--- config.mk ---
export PLATFORM = sky130hd
export DESIGN_NAME = text_to_integer_parser_core
export DESIGN_NICKNAME = d
export VERILOG_FILES = /design/src/ttip_pkg.sv /design/src/ttip_in_stage.sv /design/src/ttip_parser.sv /design/src/ttip_out_stage.sv /design/src/text_to_integer_parser_core.sv
export SDC_FILE = /design/constraint.sdc
export NUM_CORES = 1
export LEC_CHECK = 0
export BUFFER_PORTS_ARGS = -buffer_cell sky130_fd_sc_hd__buf_2
export CORE_UTILIZATION = 30
export DETAILED_ROUTE_END_ITERATION = 8
export SETUP_SLACK_MARGIN = 0.1
export SKIP_CTS_REPAIR_TIMING = 1
export SYNTH_ARGS = -nofsm -noshare
export SYNTH_HDL_FRONTEND = slang
export SYNTH_HIERARCHICAL = 1
export SYNTH_SLANG_ARGS = --single-unit
--- constraint.sdc ---
create_clock -name clock -period 9.1 [get_ports clock]
set_input_delay 0.455 -clock clock [delete_from_list [all_inputs] [get_ports clock]]
set_output_delay 0.455 -clock clock [all_outputs]
set_load 0.05 [all_outputs]
--- src/ttip_pkg.sv ---
// Shared types, constants and helper functions for the text-to-integer parser.
package ttip_pkg;

   localparam int VALUE_BITS_DEFAULT = 32;
   localparam int MAX_LEN_DEFAULT    = 255;

   localparam int BASE_W  = 6;
   localparam int CHAR_W  = 8;
   localparam int DIGIT_W = 7;
   localparam int VALUE_W = 32;
   localparam int OFFS_W  = 8;
   localparam int PHASE_W = 3;

   localparam logic [BASE_W-1:0] BASE_RESET = 6'd10;
   localparam logic [BASE_W-1:0] BASE_AUTO  = 6'd0;
   localparam logic [BASE_W-1:0] BASE_MIN   = 6'd2;
   localparam logic [BASE_W-1:0] BASE_MAX   = 6'd36;
   localparam logic [BASE_W-1:0] BASE_OCT   = 6'd8;
   localparam logic [BASE_W-1:0] BASE_DEC   = 6'd10;
   localparam logic [BASE_W-1:0] BASE_HEX   = 6'd16;

   localparam logic [DIGIT_W-1:0] NOT_A_DIGIT = 7'd99;

   localparam logic [CHAR_W-1:0] CH_ZERO   = 8'h30;
   localparam logic [CHAR_W-1:0] CH_NINE   = 8'h39;
   localparam logic [CHAR_W-1:0] CH_LOW_A  = 8'h61;
   localparam logic [CHAR_W-1:0] CH_LOW_Z  = 8'h7a;
   localparam logic [CHAR_W-1:0] CH_UP_A   = 8'h41;
   localparam logic [CHAR_W-1:0] CH_UP_Z   = 8'h5a;
   localparam logic [CHAR_W-1:0] CH_LOW_X  = 8'h78;
   localparam logic [CHAR_W-1:0] CH_UP_X   = 8'h58;
   localparam logic [CHAR_W-1:0] CH_PLUS   = 8'h2b;
   localparam logic [CHAR_W-1:0] CH_MINUS  = 8'h2d;
   localparam logic [CHAR_W-1:0] CH_SPACE  = 8'h20;
   localparam logic [CHAR_W-1:0] CH_TAB    = 8'h09;
   localparam logic [CHAR_W-1:0] CH_CR     = 8'h0d;

   // parse phases
   localparam logic [PHASE_W-1:0] PH_IDLE    = 3'd0;
   localparam logic [PHASE_W-1:0] PH_LEAD    = 3'd1;
   localparam logic [PHASE_W-1:0] PH_SIGNED  = 3'd2;
   localparam logic [PHASE_W-1:0] PH_ZERO    = 3'd3;
   localparam logic [PHASE_W-1:0] PH_HEXMARK = 3'd4;
   localparam logic [PHASE_W-1:0] PH_DIGITS  = 3'd5;

   typedef struct packed {
      logic              starts_string;
      logic [CHAR_W-1:0] char_code;
   } item_type;

   typedef struct packed {
      logic [VALUE_W-1:0] parsed_value;
      logic [OFFS_W-1:0]  end_offset;
      logic               digits_seen;
      logic               cut_short;
   } result_type;

   function automatic logic [DIGIT_W-1:0] char_digit(input logic [CHAR_W-1:0] c);
      logic [DIGIT_W-1:0] d;
      d = NOT_A_DIGIT;
      if (c >= CH_ZERO && c <= CH_NINE) begin
         d = DIGIT_W'(c - CH_ZERO);
      end else if (c >= CH_LOW_A && c <= CH_LOW_Z) begin
         d = DIGIT_W'(c - CH_LOW_A) + 7'd10;
      end else if (c >= CH_UP_A && c <= CH_UP_Z) begin
         d = DIGIT_W'(c - CH_UP_A) + 7'd10;
      end
      return d;
   endfunction

   function automatic logic is_blank(input logic [CHAR_W-1:0] c);
      return (c == CH_SPACE) || (c >= CH_TAB && c <= CH_CR);
   endfunction

endpackage

--- src/ttip_in_stage.sv ---
// Input register stage: captures one word from the request channel.
module ttip_in_stage (
   input  logic               clock,
   input  logic               reset,
   input  logic               req_valid,
   output logic               req_stall,
   input  ttip_pkg::item_type req_item,
   input  logic               advance,
   output logic               item_valid,
   output ttip_pkg::item_type item
);

   logic               valid_ff;
   logic               valid_in;
   ttip_pkg::item_type item_ff;

   // hold the word while the parser cannot move it on
   assign req_stall = valid_ff && !advance;
   assign valid_in  = req_stall ? valid_ff : req_valid;

   always_ff @(posedge clock) begin
      if (reset) begin
         valid_ff <= 1'b0;
      end else begin
         valid_ff <= valid_in;
      end
   end

   always_ff @(posedge clock) begin
      if (req_valid && !req_stall) begin
         item_ff <= req_item;
      end
   end

   assign item_valid = valid_ff;
   assign item       = item_ff;

endmodule

--- src/ttip_parser.sv ---
// Parse state and the per-byte step: sign, prefix, multiply-add, result build.
module ttip_parser #(
   parameter int VALUE_BITS = ttip_pkg::VALUE_BITS_DEFAULT,
   parameter int MAX_LEN    = ttip_pkg::MAX_LEN_DEFAULT
) (
   input  logic                         clock,
   input  logic                         reset,
   input  logic [ttip_pkg::BASE_W-1:0]  number_base,
   input  logic                         item_valid,
   input  ttip_pkg::item_type           item,
   input  logic                         advance,
   output logic                         res_valid,
   output ttip_pkg::result_type         res
);

   localparam int POS_W = $clog2(MAX_LEN + 1);

   logic [ttip_pkg::PHASE_W-1:0] phase_ff, phase_in;
   logic [VALUE_BITS-1:0]        acc_ff, acc_in;
   logic [ttip_pkg::BASE_W-1:0]  wbase_ff, wbase_in;
   logic                         minus_ff, minus_in;
   logic                         any_ff, any_in;
   logic [POS_W-1:0]             pos_ff, pos_in;
   logic [ttip_pkg::OFFS_W-1:0]  pre_ff, pre_in;

   logic                         fire;
   logic [ttip_pkg::PHASE_W-1:0] s_phase;
   logic [VALUE_BITS-1:0]        s_acc;
   logic [ttip_pkg::BASE_W-1:0]  s_wbase;
   logic                         s_minus;
   logic                         s_any;
   logic [POS_W-1:0]             s_pos;
   logic [ttip_pkg::OFFS_W-1:0]  s_pre;
   logic [ttip_pkg::CHAR_W-1:0]  c;
   logic [ttip_pkg::DIGIT_W-1:0] digit;
   logic [ttip_pkg::BASE_W-1:0]  wb_take;
   logic [VALUE_BITS-1:0]        mac;
   logic [POS_W-1:0]             pos_inc;
   logic [ttip_pkg::OFFS_W-1:0]  pre_here;
   logic                         digit_ok;
   logic                         sig, take, stop, active, emit, cut;
   logic [VALUE_BITS-1:0]        value;

   assign fire  = item_valid && advance;
   assign c     = item.char_code;
   assign digit = ttip_pkg::char_digit(c);

   // a start byte begins from a fresh state
   always_comb begin
      if (item.starts_string) begin
         s_phase = ttip_pkg::PH_LEAD;
         s_acc   = '0;
         s_wbase = number_base;
         s_minus = 1'b0;
         s_any   = 1'b0;
         s_pos   = '0;
         s_pre   = '0;
      end else begin
         s_phase = phase_ff;
         s_acc   = acc_ff;
         s_wbase = wbase_ff;
         s_minus = minus_ff;
         s_any   = any_ff;
         s_pos   = pos_ff;
         s_pre   = pre_ff;
      end
   end

   // auto base falls back to decimal once the first byte is not a zero
   assign wb_take  = (s_wbase == ttip_pkg::BASE_AUTO) ? ttip_pkg::BASE_DEC : s_wbase;
   assign mac      = s_acc * VALUE_BITS'(wb_take) + VALUE_BITS'(digit);
   assign pos_inc  = s_pos + POS_W'(1);
   assign pre_here = ttip_pkg::OFFS_W'(pos_inc);
   assign digit_ok = (wb_take >= ttip_pkg::BASE_MIN) && (wb_take <= ttip_pkg::BASE_MAX)
                     && (digit < ttip_pkg::DIGIT_W'(wb_take));

   always_comb begin
      phase_in = phase_ff;
      acc_in   = acc_ff;
      wbase_in = wbase_ff;
      minus_in = minus_ff;
      any_in   = any_ff;
      pos_in   = pos_ff;
      pre_in   = pre_ff;
      sig      = 1'b0;
      take     = 1'b0;
      stop     = 1'b0;
      active   = 1'b0;
      emit     = 1'b0;
      cut      = 1'b0;
      if (fire) begin
         phase_in = s_phase;
         acc_in   = s_acc;
         wbase_in = s_wbase;
         minus_in = s_minus;
         any_in   = s_any;
         pos_in   = s_pos;
         pre_in   = s_pre;
         active   = 1'b1;
         case (s_phase)
            ttip_pkg::PH_IDLE: begin
               active = 1'b0;
            end
            ttip_pkg::PH_LEAD: begin
               if (ttip_pkg::is_blank(c)) begin
                  phase_in = ttip_pkg::PH_LEAD;
               end else if (c == ttip_pkg::CH_PLUS || c == ttip_pkg::CH_MINUS) begin
                  minus_in = (c == ttip_pkg::CH_MINUS);
                  phase_in = ttip_pkg::PH_SIGNED;
               end else begin
                  sig = 1'b1;
               end
            end
            ttip_pkg::PH_SIGNED: begin
               sig = 1'b1;
            end
            ttip_pkg::PH_ZERO: begin
               if (c == ttip_pkg::CH_LOW_X || c == ttip_pkg::CH_UP_X) begin
                  wbase_in = ttip_pkg::BASE_HEX;
                  phase_in = ttip_pkg::PH_HEXMARK;
               end else begin
                  take = 1'b1;
               end
            end
            ttip_pkg::PH_HEXMARK: begin
               if (digit < ttip_pkg::DIGIT_W'(ttip_pkg::BASE_HEX)) begin
                  acc_in   = VALUE_BITS'(digit);
                  pre_in   = pre_here;
                  phase_in = ttip_pkg::PH_DIGITS;
               end else begin
                  stop = 1'b1;
               end
            end
            ttip_pkg::PH_DIGITS: begin
               take = 1'b1;
            end
            default: begin
               phase_in = ttip_pkg::PH_IDLE;
               active   = 1'b0;
            end
         endcase

         if (sig) begin
            if ((s_wbase == ttip_pkg::BASE_AUTO || s_wbase == ttip_pkg::BASE_HEX)
                && c == ttip_pkg::CH_ZERO) begin
               wbase_in = (s_wbase == ttip_pkg::BASE_AUTO) ? ttip_pkg::BASE_OCT : s_wbase;
               acc_in   = '0;
               any_in   = 1'b1;
               pre_in   = pre_here;
               phase_in = ttip_pkg::PH_ZERO;
            end else begin
               wbase_in = wb_take;
               take     = 1'b1;
            end
         end

         if (take) begin
            if (digit_ok) begin
               acc_in   = mac;
               any_in   = 1'b1;
               pre_in   = pre_here;
               phase_in = ttip_pkg::PH_DIGITS;
            end else begin
               stop = 1'b1;
            end
         end

         if (active) begin
            if (stop) begin
               emit = 1'b1;
            end else begin
               pos_in = pos_inc;
               if (pos_inc >= POS_W'(MAX_LEN)) begin
                  emit = 1'b1;
                  cut  = 1'b1;
               end
            end
         end

         if (emit) begin
            phase_in = ttip_pkg::PH_IDLE;
         end
      end
   end

   // negate only when a digit was seen; no digits gives zero
   assign value = !any_in ? '0 : (minus_in ? (~acc_in) + VALUE_BITS'(1) : acc_in);

   assign res_valid        = emit;
   assign res.parsed_value = ttip_pkg::VALUE_W'(value);
   assign res.end_offset   = any_in ? pre_in : '0;
   assign res.digits_seen  = any_in;
   assign res.cut_short    = cut;

   always_ff @(posedge clock) begin
      if (reset) begin
         phase_ff <= ttip_pkg::PH_IDLE;
         acc_ff   <= '0;
         wbase_ff <= '0;
         minus_ff <= 1'b0;
         any_ff   <= 1'b0;
         pos_ff   <= '0;
         pre_ff   <= '0;
      end else begin
         phase_ff <= phase_in;
         acc_ff   <= acc_in;
         wbase_ff <= wbase_in;
         minus_ff <= minus_in;
         any_ff   <= any_in;
         pos_ff   <= pos_in;
         pre_ff   <= pre_in;
      end
   end

endmodule

--- src/ttip_out_stage.sv ---
// Result register stage: holds one finished word for the response channel.
module ttip_out_stage (
   input  logic                 clock,
   input  logic                 reset,
   input  logic                 res_valid,
   input  ttip_pkg::result_type res,
   output logic                 advance,
   output logic                 rsp_valid,
   input  logic                 rsp_stall,
   output ttip_pkg::result_type rsp
);

   logic                 valid_ff;
   logic                 valid_in;
   ttip_pkg::result_type rsp_ff;

   // move on when the register is empty or being drained this cycle
   assign advance  = !valid_ff || !rsp_stall;
   assign valid_in = advance ? res_valid : valid_ff;

   always_ff @(posedge clock) begin
      if (reset) begin
         valid_ff <= 1'b0;
      end else begin
         valid_ff <= valid_in;
      end
   end

   always_ff @(posedge clock) begin
      if (advance && res_valid) begin
         rsp_ff <= res;
      end
   end

   assign rsp_valid = valid_ff;
   assign rsp       = rsp_ff;

endmodule

--- src/text_to_integer_parser_core.sv ---
// Top level of the streaming text-to-integer parser.
// One byte enters per cycle while the input register is not held, so a sustained rate
// of one byte per clock holds while the response side is not stalled; the result word
// for a string passes from the input register through the combinational parser step
// into the result register. The per-byte critical path is the accumulator multiply-add
// by the base (VALUE_BITS by 6 bits) followed by the sign negation into the result
// register. The base register (reset 10, 0 for prefix detection) is sampled at each
// string start; csr_ready is always high.
module text_to_integer_parser_core #(
   parameter int VALUE_BITS = ttip_pkg::VALUE_BITS_DEFAULT,
   parameter int MAX_LEN    = ttip_pkg::MAX_LEN_DEFAULT
) (
   input  logic                          clock,
   input  logic                          reset,
   input  logic                          req_valid,
   output logic                          req_stall,
   input  logic                          req_starts_string,
   input  logic [ttip_pkg::CHAR_W-1:0]   req_char_code,
   output logic                          rsp_valid,
   input  logic                          rsp_stall,
   output logic [ttip_pkg::VALUE_W-1:0]  rsp_parsed_value,
   output logic [ttip_pkg::OFFS_W-1:0]   rsp_end_offset,
   output logic                          rsp_digits_seen,
   output logic                          rsp_cut_short,
   input  logic                          csr_valid,
   output logic                          csr_ready,
   input  logic [ttip_pkg::BASE_W-1:0]   csr_number_base
);

   logic [ttip_pkg::BASE_W-1:0] number_base_ff;
   ttip_pkg::item_type          req_item;
   ttip_pkg::item_type          item;
   logic                        item_valid;
   logic                        advance;
   logic                        res_valid;
   ttip_pkg::result_type        res;
   ttip_pkg::result_type        rsp;

   assign csr_ready = 1'b1;

   always_ff @(posedge clock) begin
      if (reset) begin
         number_base_ff <= ttip_pkg::BASE_RESET;
      end else if (csr_valid && csr_ready) begin
         number_base_ff <= csr_number_base;
      end
   end

   assign req_item.starts_string = req_starts_string;
   assign req_item.char_code     = req_char_code;

   ttip_in_stage u_in (
      .clock      (clock),
      .reset      (reset),
      .req_valid  (req_valid),
      .req_stall  (req_stall),
      .req_item   (req_item),
      .advance    (advance),
      .item_valid (item_valid),
      .item       (item)
   );

   ttip_parser #(
      .VALUE_BITS (VALUE_BITS),
      .MAX_LEN    (MAX_LEN)
   ) u_parser (
      .clock       (clock),
      .reset       (reset),
      .number_base (number_base_ff),
      .item_valid  (item_valid),
      .item        (item),
      .advance     (advance),
      .res_valid   (res_valid),
      .res         (res)
   );

   ttip_out_stage u_out (
      .clock     (clock),
      .reset     (reset),
      .res_valid (res_valid),
      .res       (res),
      .advance   (advance),
      .rsp_valid (rsp_valid),
      .rsp_stall (rsp_stall),
      .rsp       (rsp)
   );

   assign rsp_parsed_value = rsp.parsed_value;
   assign rsp_end_offset   = rsp.end_offset;
   assign rsp_digits_seen  = rsp.digits_seen;
   assign rsp_cut_short    = rsp.cut_short;

endmodule

After elaboration in Yosys (flattened, before gate mapping)
Cells that the tools add are included.
{"block": "classes", "n_eq_ne": 12, "n_mux": 73, "n_addsub": 8, "n_lt_le_gt_ge": 13, "n_mul": 1, "bitwise": 3, "reduce_logical": 25}
{"cell": "32-bit 2-to-1 mux", "count": 9}
{"cell": "8-bit 2-to-1 mux", "count": 11}
{"cell": "6-bit 2-to-1 mux", "count": 7}
{"cell": "32-bit by 1-bit adder with 32-bit output, second input constant", "count": 1}
{"cell": "32-bit by 7-bit adder with 32-bit output", "count": 1}
{"cell": "8-bit by 6-bit equality test with 1-bit output, second input constant", "count": 4}
{"cell": "32-bit by 6-bit multiplier with 32-bit output", "count": 1}
{"cell": "32-bit NOT", "count": 1}
{"cell": "1-bit 2-to-1 mux", "count": 30}
{"cell": "3-bit 2-to-1 mux", "count": 10}
{"cell": "7-bit 2-to-1 mux", "count": 3}
{"cell": "8-bit by 7-bit equality test with 1-bit output, second input constant", "count": 2}
{"cell": "8-bit by 7-bit >= comparator with 1-bit output, second input constant", "count": 2}
{"cell": "8-bit by 7-bit <= comparator with 1-bit output, second input constant", "count": 2}
{"cell": "7-bit by 4-bit adder with 7-bit output, second input constant", "count": 2}
{"cell": "7-bit subtractor, second input constant", "count": 2}
{"cell": "3-bit one-hot mux with 4 select lines", "count": 1}
{"cell": "1-bit logical AND", "count": 11}
{"cell": "8-bit by 1-bit adder with 8-bit output, second input constant", "count": 1}
{"cell": "8-bit by 4-bit >= comparator with 1-bit output, second input constant", "count": 1}
{"cell": "8-bit by 6-bit >= comparator with 1-bit output, second input constant", "count": 1}
{"cell": "8-bit >= comparator, second input constant", "count": 1}
{"cell": "8-bit by 4-bit <= comparator with 1-bit output, second input constant", "count": 1}
{"cell": "8-bit by 6-bit <= comparator with 1-bit output, second input constant", "count": 1}
{"cell": "other kinds (17)", "count": 29}
{"block": "totals", "output_inout_bits": 45, "ff_bits": 118, "in_bits": 20}

Logic depth before layout (Yosys ltp)
Gate-level depths: netlist of run 1.
{"block": "depth", "depth_word": 16, "ltp_mapped": 29, "ltp_nobuf": 26}

Hierarchy
The synthesis of run 1 kept the hierarchy.
{"module": "ttip_parser", "seq_area_each_um2": 1181.1, "area_each_um2": 10695.3, "cells_per_inst": 1316, "instances": 1}
{"module": "ttip_out_stage", "seq_area_each_um2": 1281.2, "area_each_um2": 1300.0, "cells_per_inst": 47, "instances": 1}
{"module": "ttip_in_stage", "seq_area_each_um2": 290.3, "area_each_um2": 320.3, "cells_per_inst": 13, "instances": 1}
{"module": "text_to_integer_parser_core", "seq_area_each_um2": 120.1, "area_each_um2": 227.7, "cells_per_inst": 21, "instances": 1}

Least setup slack after synthesis of run 1
OpenSTA, ideal clock, no wires.
{"block": "synth_path", "kind": "register to register", "from": "register u_in.item_ff (netlist bit u_in/item[8])", "to": "register u_out.rsp_ff (netlist bit u_out/rsp[35]) (data pin)", "arrival_ns": 6.995, "n_path_buf": 3, "period_less_slack_ns": 7.262, "setup_ns": 0.267, "path_stages_with_launch": 26, "path_slack_ns": 1.838, "t_required_ns": 8.833, "path_cell_list": "edfxtp_1 buf_4 or3_4 a222oi_1 nor2_1 nor2_1 clkbuf_1 and2_1 fa_1 fa_1 fa_1 ha_1 ha_1 a21oi_1 nor2_1 a2111oi_0 a21boi_0 o21ai_0 or3b_2 and3_1 a211oi_1 nand3_1 nor3_2 buf_2 and2_1 o211ai_1"}
{"block": "synth_via", "elab_chain_cells": 12, "word_cells_on_any_way": 47, "cone_classes": "add/sub (2); mul (1); order compare (3); eq/ne (6); mux (29); bitwise (1); reduce/logical (5)"}
{"item": "from (decl)", "line": "ttip_in_stage.sv:15", "rtl": "ttip_pkg::item_type item_ff;"}
{"item": "from (signal assigned)", "line": "ttip_in_stage.sv:31", "rtl": "item_ff <= req_item;"}
{"item": "parallel branches: the longest is 12 deep, another holds 32-bit by 6-bit multiplier with 32-bit output"}
{"item": "to (signal assigned)", "line": "ttip_out_stage.sv:31", "rtl": "rsp_ff <= res;"}
{"item": "to (decl)", "line": "ttip_out_stage.sv:15", "rtl": "ttip_pkg::result_type rsp_ff;"}
Parallel ways; which one is timed is not known. The select of a mux whose other input is x is not followed.
A chain may end at the register's enable or synchronous reset.

Worst setup path in the final report of run 1
{"block": "layout_path", "from": "register u_in.item_ff (netlist bit u_in/item[8])", "to": "register u_out.rsp_ff (netlist bit u_out/rsp[36]) (data pin)"}
Same word-level chain as after synthesis.

==> results.py, run 1 <==
metrics = {
    "clocking": {
        "htree_num_levels": 4,
        "clkSinkCount": 118,
        "clkTransAtPathRegs_ns": 0.05,
        "cts_root_buffer": "sky130_fd_sc_hd__clkbuf_16",
        "clk_latency_ns": 0.44,
        "cts_tree": "yes",
        "maximum_number_of_buffers_from_clock_root_to_sink": 2,
        "number_of_buffers_added_by_the_clock_tree_synthesis_step": 17,
    },
    "global_route": {
        "grt_first_pass_wirelength_um": 59900,
        "globalRoute.totalOverflow": 0,
        "grt_pass1_vias": 10800,
        "grt.total_usage_pct": 18.3,
        "antenna_found_initial": 0,
        "grt_max_degree": 68,
    },
    "worst_hold_path": {
        "hold_depth": 1,
        "hold_path_class": "in -> reg",
    },
    "critical_path": {
        "cp.arrival_ns": 8.55,
        "critical_path_class": "reg -> reg",
        "timing.critical_path.required_ns": 9.28,
        "ordered_cell_list_for_the_critical_path": "buf_4 > or3_1 > a222oi_1 > nor2_1 > nor2_1 > buf_4 > and2_1 > fa_1 > fa_1 > fa_1 > ha_1 > ha_1 > a21oi_1 > nor2_1 > a2111oi_1 > a21boi_0 > o21ai_0 > or3b_2 > and3_1 > a211oi_1 > nand3_1 > nor3_4 > a41oi_1 > mux2i_1",
        "timing.critical_path.slowest_stage_cell": "sky130_fd_sc_hd__a2111oi_1",
        "critical_path.max_fanout": 25,
        "worstSetupEndpointType": "flop",
        "critPathTopFamily": "simple AND/OR/NAND/NOR gates",
        "timing.critical_path.buf_inv": 2,
        "r2r.worst_path.cells": 24,
        "reg2reg_setup_slack_ns": 0.73,
        "path_length_in_cells_of_the_critical_path": 24,
        "cpPeakStageDelay_ns": 0.58,
        "critPathLaunchType": "flop",
    },
    "timing": {
        "grt_setup_unrepaired": "no",
        "final_period_util_pct": 92.0,
        "maxSlewViolCount": 0,
        "min_period_ns": 8.37,
        "worst_clock_skew_ns": 0.0140,
        "worst-slew-pin-transition_ns": 0.840,
        "finalSetupViolCount": 0,
        "setup_tns_ns": 0,
        "max_clock_freq_mhz": 119,
        "hold_viol": 0,
        "worst_slew_margin_rel_pct": 43.9,
    },
    "placed_design": {
        "placement.io_buffers": 63,
        "hpwl_detailed_um": 28000,
        "routabilityCongestion": 0.904,
        "numPlacedInstances": 1949,
        "dpl-instance-area_mm2": 0.0135,
    },
    "floorplanning": {
        "die_area_mm2": 0.0426,
        "num_rows": 74,
        "boundaryPins": 65,
        "fp.dieW_um": 206,
        "start_util_pct": 30.6,
        "core_area_mm2": 0.0410,
        "die_boundary_height_um": 206,
    },
    "logic_synthesis": {
        "yosysWarningCount": 6,
        "post_synthesis_sequential_area_ratio_pct": 22.9,
        "syn-instance-count": 1397,
        "mappedNetlistArea_mm2": 0.0125,
        "synth_top_cells_by_area": "sky130_fd_sc_hd__fa_1 18%, sky130_fd_sc_hd__edfxtp_1 12%, sky130_fd_sc_hd__dfxtp_1 11%",
        "post-synth-top-area-cell": "sky130_fd_sc_hd__fa_1",
        "postSynthRegisterBits": 118,
        "dominantRegCellSynth": "sky130_fd_sc_hd__dfxtp_1",
        "synth-async-reset-ratio_pct": 0,
        "synth_edf_count": 51,
        "synth_nets": 1609,
        "yosys.cell_types.count": 93,
        "syn_area_per_cell_um2": 8.98,
        "synth_top_cell_area_share_pct": 18.0,
    },
    "drt": {
        "drc_errors": 1,
        "drt-pass1-iter-count": 8,
        "drt-vias-per-instance": 5.37,
        "via_count": 10700,
        "route.antenna.remaining_nets": 0,
        "drt_first_iter_violations": 847,
        "postRouteWirelength_um": 37300,
        "wl_per_cell_um": 18.8,
    },
    "power": {
        "p_comb_share_pct": 14.1,
        "pwr-share-seq_pct": 39.8,
        "power.ir.vdd_worst_mv": 0.111,
        "power.clock.fraction_pct": 46.0,
        "netSwitchingPower_uw": 400,
        "power.switching_fraction_pct": 27.6,
        "total_power_mw": 1.45,
        "internal_power_of_the_cells_mw": 1.05,
        "static-leakage-power_nw": 6.28,
        "power.density_cell_area_mw_per_mm2": 103,
    },
    "job": {
        "maxCapViolations": 0,
    },
    "status": {
        "result_of_the_run": "finished with violations",
        "violations": "DRC",
    },
    "finish": {
        "area_of_combinational_cells_with_multiple_inputs_mm2": 0.00920,
        "areaGrowthSynthToFinish_pct": 12.2,
        "number_of_nets_in_the_layout": 1653,
        "sequential_cell_area_mm2": 0.00287,
        "non_filler_cells_final": 1986,
        "fill_cells": 4188,
        "post_route_cells_drive_above_1_share_pct": 11.8,
        "fin_area_mm2": 0.0141,
        "antenna_cells_inserted": 0,
    },
}
## cell type report
type | count | share of cell area, %
well taps | 532 | 4.73
repair buffers | 93 | 3.84
clock inverters | 9 | 0.711
clock buffers | 23 | 3.40
multi-input cells | 1152 | 65.3
inverters | 59 | 1.57
flip-flops and latches | 118 | 20.4
## cell usage after synthesis, types with 26 or more instances
cell type,n
sky130_fd_sc_hd__edfxtp_1,51
sky130_fd_sc_hd__and3_1,40
sky130_fd_sc_hd__clkbuf_1,46
sky130_fd_sc_hd__a22oi_1,28
sky130_fd_sc_hd__nand2_1,94
sky130_fd_sc_hd__inv_1,59
sky130_fd_sc_hd__ha_1,79
sky130_fd_sc_hd__fa_1,113
sky130_fd_sc_hd__nand3_1,26
sky130_fd_sc_hd__o21ai_0,51
sky130_fd_sc_hd__a21oi_1,62
sky130_fd_sc_hd__nor2_1,167
sky130_fd_sc_hd__xnor2_1,36
sky130_fd_sc_hd__and2_1,139
sky130_fd_sc_hd__dfxtp_1,67
## metrics by stage
stage | hold WS (ns) | utilization (%) | setup WS, ns
2_1_floorplan | 0.472 | - | 1.84
3_5_place_dp | 0.499 | 32.8 | 0.309
5_1_grt | 0.179 | 34.3 | 0.318
3_3_place_gp | 0.487 | 32.8 | 0.639
4_1_cts | 0.170 | 34.2 | 0.297
6_report | 0.191 | 34.3 | 0.731
## final timing paths
kind	from	end
worst min-delay path	req_char_code[0]	u_in/item[0]
worst min register to register	u_parser/pre_ff[0]	u_parser/pre_ff[0]
worst max register to register	u_in/item[8]	u_out/rsp[36]
worst max-delay path	u_in/item[8]	u_out/rsp[36]
## power by group through the flow
| stage | sequential (mW) | combinational [mW] | clock [mW] |
|---|---|---|---|
| 3_3_place_gp | 0.588 | 0.196 | 0 |
| 5_1_grt | 0.578 | 0.221 | 0.702 |
| 2_1_floorplan | 0.599 | 0.124 | 0 |
| 4_1_cts | 0.577 | 0.199 | 0.680 |
| 6_report | 0.576 | 0.205 | 0.666 |
| 3_5_place_dp | 0.588 | 0.198 | 0 |
## metal layers
metal  track usage [%]  part of all wire (%)
met1              24.3                    45
met3              2.63                   5.3
met5                 0                     0
met2              28.9                    46
met4              9.01                   3.9
## registers in the layout, summed over array words and instances, names as in the netlist
register and count:
u_parser/phase_ff 3, u_out/rsp_valid 1, u_parser/any_ff 1, number_base_ff 6
u_parser/minus_ff 1, u_parser/pos_ff 8, u_in/item_valid 1, u_in/item 9
u_parser/wbase_ff 6, u_parser/pre_ff 8, u_parser/acc_ff 32, u_out/rsp 42
## layout by cell type (no fill, tap or decap), types with 36 or more instances in the layout
cell type	count
sky130_fd_sc_hd__nor2_1	166
sky130_fd_sc_hd__and2_1	138
sky130_fd_sc_hd__fa_1	113
sky130_fd_sc_hd__nand2_1	94
sky130_fd_sc_hd__ha_1	79
sky130_fd_sc_hd__dfxtp_1	67
sky130_fd_sc_hd__buf_2	63
sky130_fd_sc_hd__a21oi_1	62
sky130_fd_sc_hd__inv_1	59
sky130_fd_sc_hd__edfxtp_1	51
sky130_fd_sc_hd__o21ai_0	51
sky130_fd_sc_hd__and3_1	40
sky130_fd_sc_hd__xnor2_1	36
## cell families (layout without fill, tap and decap cells)
family | Yosys count | count (layout) | share of synthesized area, %
and+or+nand+nor | 581 | 581 | 24.2
AOI/OAI and AO/OA | 300 | 300 | 17.0
adders and majority gates | 192 | 192 | 25.9
buffers and inverters | 127 | 184 | 4.16
DFF | 118 | 118 | 22.9
xor gates and xnor gates | 53 | 53 | 3.81
muxes | 25 | 25 | 2.01
other | 1 | 1 | 0.0299
Power figures use the tool's default switching activity.
==> run 2: changes to the inputs <==
--- a/config.mk
+++ b/config.mk
@@ -14,3 +14,4 @@
 export SYNTH_HDL_FRONTEND = slang
 export SYNTH_HIERARCHICAL = 1
 export SYNTH_SLANG_ARGS = --single-unit
+export TNS_END_PERCENT = 20
==> constraint.sdc (replaced) <==
create_clock -name clock -period 8.7 [get_ports clock]
set_input_delay 0.435 -clock clock [delete_from_list [all_inputs] [get_ports clock]]
set_output_delay 0.435 -clock clock [all_outputs]
set_load 0.05 [all_outputs]
==> run 2 against run 1 <==
  * The run still ends with DRC left
  * Final cell count barely moved
  * Die area unchanged
  * Clock power rose by 9.9%
  * Non-clock buffer count decreased by 1
  * Utilization about the same
  * Via count is 1.4% higher
  * First-iteration DRC count increased by 28%
  * Worst hold slack worse by 0.023 ns
  * Register-to-register slack lost 0.29 ns
  * Clock skew fell by 0.0038 ns
  * Count of clock-buffer cells in the layout is 3 lower
  * Routed wire length fell by 0.61%
==> results.py, run 2 (synthesis results as in run 1) <==
metrics = {
    "status": {
        "result_of_the_run": "finished with violations",
        "violations": "DRC",
    },
    "timing": {
        "finalSetupViolCount": 0,
        "min_period_ns": 8.26,
        "hold_viol": 0,
        "maxSlewViolCount": 0,
        "worst-slew-pin-transition_ns": 1.02,
        "worst_slew_margin_rel_pct": 32.1,
        "setup_tns_ns": 0,
        "worst_clock_skew_ns": 0.0103,
        "grt_setup_unrepaired": "no",
        "max_clock_freq_mhz": 121,
        "final_period_util_pct": 94.9,
    },
    "floorplanning": {
        "start_util_pct": 30.6,
        "boundaryPins": 65,
        "die_area_mm2": 0.0426,
        "num_rows": 74,
        "fp.dieW_um": 206,
        "core_area_mm2": 0.0410,
        "die_boundary_height_um": 206,
    },
    "finish": {
        "fin_area_mm2": 0.0141,
        "number_of_nets_in_the_layout": 1652,
        "non_filler_cells_final": 1985,
        "largest_register_ffs": 42,
        "areaGrowthSynthToFinish_pct": 12.3,
        "antenna_cells_inserted": 0,
        "mostFrequentLayoutCells": "166 x sky130_fd_sc_hd__nor2_1, 138 x sky130_fd_sc_hd__and2_1, 113 x sky130_fd_sc_hd__fa_1",
        "post_route_cells_drive_above_1_share_pct": 11.9,
        "mostFrequentLayoutCell": "sky130_fd_sc_hd__nor2_1",
    },
    "critical_path": {
        "critical_path_class": "reg -> reg",
        "worstSetupEndpointType": "flop",
        "cpPeakStageDelay_ns": 0.69,
        "timing.critical_path.required_ns": 8.88,
        "critical_path.max_fanout": 16,
        "timing.critical_path.slowest_stage_cell": "sky130_fd_sc_hd__a2111oi_0",
        "critPathLaunchType": "flop",
        "cp.arrival_ns": 8.44,
        "timing.critical_path.buf_inv": 4,
        "critPathTopFamily": "compound AO/OA/AOI/OAI gates",
        "crit_top_cell": "sky130_fd_sc_hd__fa_1",
    },
    "power": {
        "power.density_cell_area_mw_per_mm2": 110,
        "static-leakage-power_nw": 6.27,
        "power.ir.vdd_worst_mv": 0.119,
        "total_power_mw": 1.55,
    },
    "global_route": {
        "grt_max_degree": 68,
        "grt_pass1_vias": 10900,
        "grt.met1_usage_pct": 25.0,
        "antenna_found_initial": 0,
        "globalRoute.totalOverflow": 0,
        "grt_first_pass_wirelength_um": 60500,
        "globalRouteMet3Util_pct": 2.59,
        "global_route.usage.met2_pct": 28.7,
        "busiest_layer": "met2",
        "grt.total_usage_pct": 18.3,
    },
    "clocking": {
        "clkTransAtPathRegs_ns": 0.06,
        "cts_root_buffer": "sky130_fd_sc_hd__clkbuf_16",
        "clk_latency_ns": 0.45,
        "htree_num_levels": 4,
        "clkSinkCount": 118,
        "number_of_buffers_added_by_the_clock_tree_synthesis_step": 17,
        "cts_tree": "yes",
        "maximum_number_of_buffers_from_clock_root_to_sink": 2,
    },
    "drt": {
        "drt-vias-per-instance": 5.45,
        "drt-pass1-iter-count": 9,
        "drt_first_iter_violations": 1084,
        "wl_per_cell_um": 18.7,
        "route.antenna.remaining_nets": 0,
        "postRouteWirelength_um": 37100,
        "drc_errors": 1,
        "via_count": 10800,
    },
    "placed_design": {
        "dpl-instance-area_mm2": 0.0135,
        "numPlacedInstances": 1950,
        "placement.io_buffers": 63,
        "hpwl_detailed_um": 27900,
        "routabilityCongestion": 0.953,
    },
    "job": {
        "maxCapViolations": 0,
    },
    "worst_hold_path": {
        "hold_path_class": "in -> reg",
    },
}
## run 2: changes by cell type in the layout (fill, tap and decap cells not counted), sizes merged
cell	before	now
clkbuf	23	20
inv	59	60
clkinvlp	1	4
clkinv	6	4
buf	93	92
bufinv	2	3
## run 2: layout make-up
cell class | instances | area, µm²
clock buffer | 20 | 447
timing repair buffer | 92 | 533
fill | 4163 | 26900
clock inverter | 12 | 153
inverter | 59 | 221
multi-input combinational | 1152 | 9190
tap | 532 | 666
sequential | 118 | 2870
## run 2: per-stage QoR
step | hold WS [ns] | setup WS [ns] | util (%)
after detailed placement | 0.499 | 0.587 | 32.8
after CTS | 0.150 | 0.579 | 34.3
final | 0.168 | 0.443 | 34.3
after floorplan | 0.472 | 1.44 | -
after global placement | 0.493 | 0.764 | 32.8
after global routing | 0.152 | 0.155 | 34.3
## run 2: per-layer routing
| metal | vias up | wire, µm | part of all wire [%] |
|---|---|---|---|
| li1 | 5002 | - | - |
| met1 | 5340 | 16800 | 45 |
| met2 | 403 | 16800 | 45 |
| met3 | 65 | 2430 | 6.5 |
| met4 | 0 | 1110 | 3.0 |
| met5 | - | 0 | 0 |
## run 2: worst paths after layout
path | cells after the start | endpoint | slack (ns) | from
min reg2reg | 2 | u_parser/pre_ff[0] | 0.51 | u_parser/pre_ff[0]
max | 26 | u_out/rsp[41] | 0.44 | u_in/item[8]
min | 1 | u_in/item[4] | 0.17 | req_char_code[4]
max reg2reg | 26 | u_out/rsp[41] | 0.44 | u_in/item[8]
## run 2: where the power goes
part	total, mW	switching, mW	internal (mW)	leakage [nW]
clock	0.732	0.276	0.456	0.282
sequential	0.602	0.0131	0.589	1.00
combinational	0.214	0.152	0.0628	4.98
total	1.55	0.441	1.11	6.27
